[src/ctlhq_pkg.sv]
// Shared types, constants and date functions for the temperature log hour query block.
package ctlhq_pkg;
  localparam int LogDepth  = 128;
  localparam int IdxW      = $clog2(LogDepth);
  localparam int CntW      = $clog2(LogDepth + 1);
  localparam int SlotCount = 12;
  localparam int SlotW     = 4;
  localparam int QDepth    = 2;

  localparam logic [1:0] ModeWrite = 2'd0;
  localparam logic [1:0] ModeQuery = 2'd1;
  localparam logic [1:0] ModeClear = 2'd2;
  localparam logic [1:0] ModeNone  = 2'd3;

  typedef struct packed {
    logic [11:0] year;
    logic [3:0]  month;
    logic [4:0]  day;
    logic [4:0]  hour;
  } stamp_t;

  typedef struct packed {
    logic [1:0]  mode;
    stamp_t      stamp;
    logic [7:0]  first_temp;
    logic [7:0]  second_temp;
    logic        two_hour_step;
    logic        sensor_select;
  } cmd_t;

  typedef struct packed {
    logic [SlotW-1:0] slot_index;
    logic [4:0]       slot_hour;
    logic             slot_found;
    logic [7:0]       slot_temp;
    logic             last_slot;
  } res_t;

  function automatic logic [4:0] month_days(input logic [11:0] y, input logic [3:0] m);
    logic        leap;
    logic [24:0] prod;
    logic [5:0]  cent;
    logic [11:0] rest;
    // y / 100 by reciprocal multiply, exact over the 12-bit year range
    prod = 25'(y) * 25'd5243;
    cent = prod[24:19];
    rest = y - 12'(12'(cent) * 12'd100);
    // divisible by 400 when divisible by 100 and the quotient by 4
    leap = (y[1:0] == 2'd0) && ((rest != 12'd0) || (cent[1:0] == 2'd0));
    unique case (m)
      4'd2: month_days = leap ? 5'd29 : 5'd28;
      4'd4, 4'd6, 4'd9, 4'd11: month_days = 5'd30;
      default: month_days = 5'd31;
    endcase
  endfunction

  // one slot step back in time
  function automatic stamp_t step_back(input stamp_t s, input logic two);
    stamp_t r;
    r = s;
    if (!two && s.hour > 5'd0) r.hour = s.hour - 5'd1;
    else if (two && s.hour > 5'd1) r.hour = s.hour - 5'd2;
    else begin
      r.hour = two ? 5'd22 : 5'd23;
      if (s.day > 5'd1) r.day = s.day - 5'd1;
      else begin
        if (s.month > 4'd1) r.month = s.month - 4'd1;
        else begin
          r.month = 4'd12;
          r.year = s.year - 12'd1;
        end
        r.day = month_days(r.year, r.month);
      end
    end
    return r;
  endfunction
endpackage

[src/ctlhq_front.sv]
// Input front end: takes items, drops unused modes, queues commands.
module ctlhq_front import ctlhq_pkg::*; (
  input  logic clk,
  input  logic rst,
  input  logic in_valid,
  output logic in_ready,
  input  cmd_t in_cmd,
  output logic q_valid,
  input  logic q_ready,
  output cmd_t q_cmd
);
  cmd_t       mem [QDepth];
  logic       wp, rp;
  logic [1:0] cnt;
  logic       push, pop;

  assign in_ready = cnt != 2'(QDepth);
  assign push = in_valid && in_ready && in_cmd.mode != ModeNone;
  assign q_valid = cnt != 2'd0;
  assign pop = q_valid && q_ready;
  assign q_cmd = mem[rp];

  always_ff @(posedge clk) begin
    if (push) mem[wp] <= in_cmd;
    if (rst) begin
      wp <= 1'b0;
      rp <= 1'b0;
      cnt <= 2'd0;
    end else begin
      if (push) wp <= ~wp;
      if (pop) rp <= ~rp;
      cnt <= cnt + 2'(push) - 2'(pop);
    end
  end
endmodule

[config.mk]
export PLATFORM = sky130hd
export DESIGN_NAME = ctlhq_front
export DESIGN_NICKNAME = d
export VERILOG_FILES = /design/src/ctlhq_pkg.sv /design/src/ctlhq_front.sv
export SDC_FILE = /design/constraint.sdc
export NUM_CORES = 1
export LEC_CHECK = 0
export ABC_AREA = 1
export BUFFER_PORTS_ARGS = -buffer_cell sky130_fd_sc_hd__buf_4
export CORE_ASPECT_RATIO = 0.6
export CORE_MARGIN = 8
export CORE_UTILIZATION = 56
export CTS_BUF_LIST = sky130_fd_sc_hd__clkbuf_8 sky130_fd_sc_hd__clkbuf_16
export CTS_CLUSTER_DIAMETER = 30
export DETAILED_ROUTE_END_ITERATION = 8
export PLACE_DENSITY = 0.92
export RECOVER_POWER = 25
export SETUP_SLACK_MARGIN = 0.4
export SLEW_MARGIN = 30
export SYNTH_ARGS = -nofsm -noshare
export SYNTH_HDL_FRONTEND = slang
export SYNTH_SLANG_ARGS = --single-unit
[constraint.sdc]
create_clock -name clk -period 5.6 [get_ports clk]
set_input_delay 0.84 -clock clk [delete_from_list [all_inputs] [get_ports clk]]
set_output_delay 0.84 -clock clk [all_outputs]
set_load 0.03 [all_outputs]
# == Word-level counts from Yosys, hierarchy flattened ==
# Memories as Yosys holds them, arrays and structs flattened. A register that Yosys moved wholly into a read port is not among the register bits.
# Cells that the tools add are included.
# word_totals
register_bits,4
ramBits,92
inputBits,50
out_inout_bits,48
wordCells,18
memories,1
# memory_table
memory,depth,word_bits,read_ports,rd_clocked_by_memory_dff,wr,line_no,text
mem,2,46,1,1,1,ctlhq_front.sv:12,cmd_t mem [QDepth];
# classes
n_addsub,2
n_eq_ne,2
n_mux,4
bitwise,2
n_reduce_logical,4
# ops
cell,count
2-to-1 mux 1 bit,4
inequality test 2 bit (second input constant),2
logical AND 1 bit,3
adder 2 x 1 -> 2 bit,1
inverter 1 bit,2
nonzero test 2 bit,1
subtractor 2 x 1 -> 2 bit,1

# == Longest topological paths before layout ==
# depth
depth_word,5
depth_mapped,11
ltp_nobuf,11

# == Worst setup path before layout ==
# OpenSTA, ideal clock, no wires.
# synth_timing
path_type,input port to flip-flop
from,input in_cmd[44] (netlist name)
to,"memory mem[0][0] (netlist name), enable pin"
setup_ns,0.450
t_arrival_ns,2.987
required_time_ns,5.150
setup_slack_ns,2.163
cell_stages,3
n_path_buf,0
path_cell_list,nand2_1 > nand3_1 > nor2_1
# synth_between
elab_chain_cells,4
# synth_lines
element,line_no,text
"start, declared",ctlhq_front.sv:7,"input cmd_t in_cmd,"
inequality test 2 bit,ctlhq_front.sv:18,assign push = in_valid && in_ready && in_cmd.mode != ModeNone;
logical AND 1 bit,ctlhq_front.sv:18,
2-to-1 mux 1 bit,ctlhq_front.sv:24,if (push) mem[wp] <= in_cmd;
2-to-1 mux 1 bit (implied by the code),ctlhq_front.sv:24,
"end, declared",ctlhq_front.sv:12,
# Every way passes these cells.

==> out/results.ini <==
[detailed_routing]
vias = 1908
ant_nets = 0
drt_wl_total_mm = 6.93
first_pass_iters = 6
drcViolationCount = 0
wire_per_inst_um = 18.3
via_per_inst = 5.03
drt_iter0_drc = 75

[yosys]
avgSynthCellArea_um2 = 20.8
synth_common_cells = edfxtp_1 (92), mux2_4 (40), inv_1 (10)
yosysMostFrequentCell = edfxtp_1
synth_async_sr_flop_share = 0
syn_area_mm2 = 0.00378
synth_nets = 234
ys.flop_type = edfxtp_1
yosysUniqueCellTypes = 14
yosys_warnings = 0
synthCells = 182
synthTopCellsByArea = edfxtp_1 (73%), mux2_4 (16%), dfxtp_1 (2.6%)
ys_seq_area_frac = 0.758
synth_top_area_cell = edfxtp_1
synth_edf_count = 92
ys_ff_latch = 97
synth_top_area_frac = 0.731

[worst_setup_path]
cpPeakStageDelay_ps = 620
worstSetupPathType = flip-flop to primary output
arrival_ps = 2050
worstReg2RegEnd = mem[0][24]
crit_buf_inv = 2
r2r_start = cnt[0]
worst_path_most_repeated_cell = buf_4
path_cells = buf_4, mux2_2, buf_4
critPathTopFamily = buffers and inverters
r2r_setup_slack_ps = 3740
cp-end-kind = primary output
cp.required_ps = 4760
r2r_cells = 5
worstPathMaxFanout = 39
crit_slowest_cell = buf_4
worstSetupStartpointType = flip-flop

[sta]
setup-violations-final = 0
fmax_ghz = 0.346
tns_ps = 0
slew_violations = 0
clock_skew_ps = 7.26
rsz0062_at_grt = false
hold_viol_final = 0
fin_crit_ps = 2890
worst-slew-pin-transition_ps = 814
min_period_over_period = 0.516
relSlewSlack = 0.456

[clock_network]
htree_levels = 3
cts_tree = built
cts_root_buffer = clkbuf_8
post_cts_buffers = 0
cts_hold_buffers = 0
clock_path_buffers = 2
clkSinkCount = 97
post_cts_resize_count = 0
insertion_delay_ps = 350
cts_made_buffers = 9
path_clk_slew_ps = 90

[grt]
grt_overflow_total = 0
grt_max_degree = 47
grt_pass1_wl_mm = 10.5
grt_usage = 0.143
antenna_found_initial = 0
grt_pass1_vias = 2093

[cells_and_area]
nFillCells = 440
fin_cells = 379
area_growth_pct = 24.5
fin_nets = 339
drive_above_1_share = 0.534
final_util = 0.714
antenna_cells = 0

[placed_design]
dp_cells = 363
dpl.hpwl_mm = 4.90
numPortBuffers = 97
place_congestion = 0.749

[floorplan]
row_count = 23
core_area_mm2 = 0.00659
die_x_um = 122
die_h_um = 79.6
dieArea_mm2 = 0.00972
io-pin-count = 98
start_util = 0.573

[power_and_ir_drop]
power.leakage_nw = 1.85
power-per-cell-area_mw_per_mm2 = 430
ir_drop_v = 0.000252
fin_total_pwr_mw = 2.03

[flow_run]
maxCapViolations = 0

[min_path]
hold_end = rp
hold_depth = 2
hold_start = rp
hp-class = flip-flop to flip-flop

[status]
status = completed

==> flip-flops by register name, summed over array words and instances (netlist names), named ones only <==
name  cells
cnt       2
rp        1
mem      92
wp        1
==> worst reg2reg max path: cells and delay by family, from the launching register on <==
kind | cells | cell delay [ps]
AND/OR/NAND/NOR | 3 | 540
flip-flops | 1 | 370
buffers and inverters | 2 | 570
==> area by class of cell <==
type / count / area [um^2] / area share
Multi-Input combinational cell: 70 / 795 / 0.169
Inverter: 10 / 38.8 / 0.00824
Tap cell: 87 / 109 / 0.0231
Clock inverter: 6 / 48.8 / 0.0104
Timing Repair Buffer: 99 / 713 / 0.152
Clock buffer: 10 / 138 / 0.0292
Sequential cell: 97 / 2860 / 0.609
==> where the power goes <==
group	switching [mW]	total [mW]	internal [mW]
combinational	0.392	0.690	0.298
sequential	0.0318	0.921	0.889
clock	0.236	0.415	0.179
total	0.659	2.03	1.37
==> logic make-up (layout without fill, tap and decap cells) <==
logic type	count (synthesis)	count (layout)	share of synthesized area
DFF	97	97	0.758
adders and majority gates	2	2	0.00662
AOI/OAI and AO/OA	2	2	0.00331
buffers and inverters	15	125	0.0341
muxes	46	46	0.177
and+or+nand+nor	20	20	0.0215
==> cells in the final DEF (no fill, tap or decap) <==
cell	Yosys	layout
a21oi_1	1	1
buf_4	0	65
clkbuf_1	0	8
clkbuf_4	0	26
clkbuf_8	0	10
clkinv_2	0	2
clkinv_4	0	2
dfxtp_1	5	4
dfxtp_2	0	1
edfxtp_1	92	92
ha_1	2	2
inv_1	10	9
inv_6	0	3
mux2_2	6	6
mux2_4	40	40
nand2_1	9	9
nand3_1	3	3
nand4_1	1	1
nor2_1	7	6
nor2_4	0	1
o21a_1	1	1
==> worst max path at each step <==
| stage | startpoint | endpoint | slack, ps | depth (start not counted) |
|---|---|---|---|---|
| finish | flip-flop | q_cmd[45] | 2710 | 3 |
| global route | flip-flop | q_cmd[45] | 2610 | 3 |
| CTS | flip-flop | q_cmd[45] | 2680 | 3 |
| detailed placement | flip-flop | q_cmd[45] | 3090 | 3 |
| global placement | flip-flop | q_cmd[45] | 3100 | 3 |
| floorplan | in_cmd[44] | mem[0][0] | 2160 | 3 |
==> through the flow <==
step / cell area (um^2) / hold WS (ps) / worst slack (ps)
after floorplan: 3780 / 451 / 2160
after global placement: 4550 / 476 / 3100
after detailed placement: 4550 / 530 / 3090
after CTS: 4730 / 551 / 2680
after global routing: 4710 / 564 / 2610
final: 4710 / 556 / 2710
==> layer usage <==
layer,global-route usage,part of all wire,up-vias
met3,0.0643,0.089,11
met1,0.166,0.43,926
met2,0.235,0.47,73
met5,0,0,-
met4,0.0453,0.011,0
li1,-,-,898
Note: power is estimated with default switching activity, not from simulation.
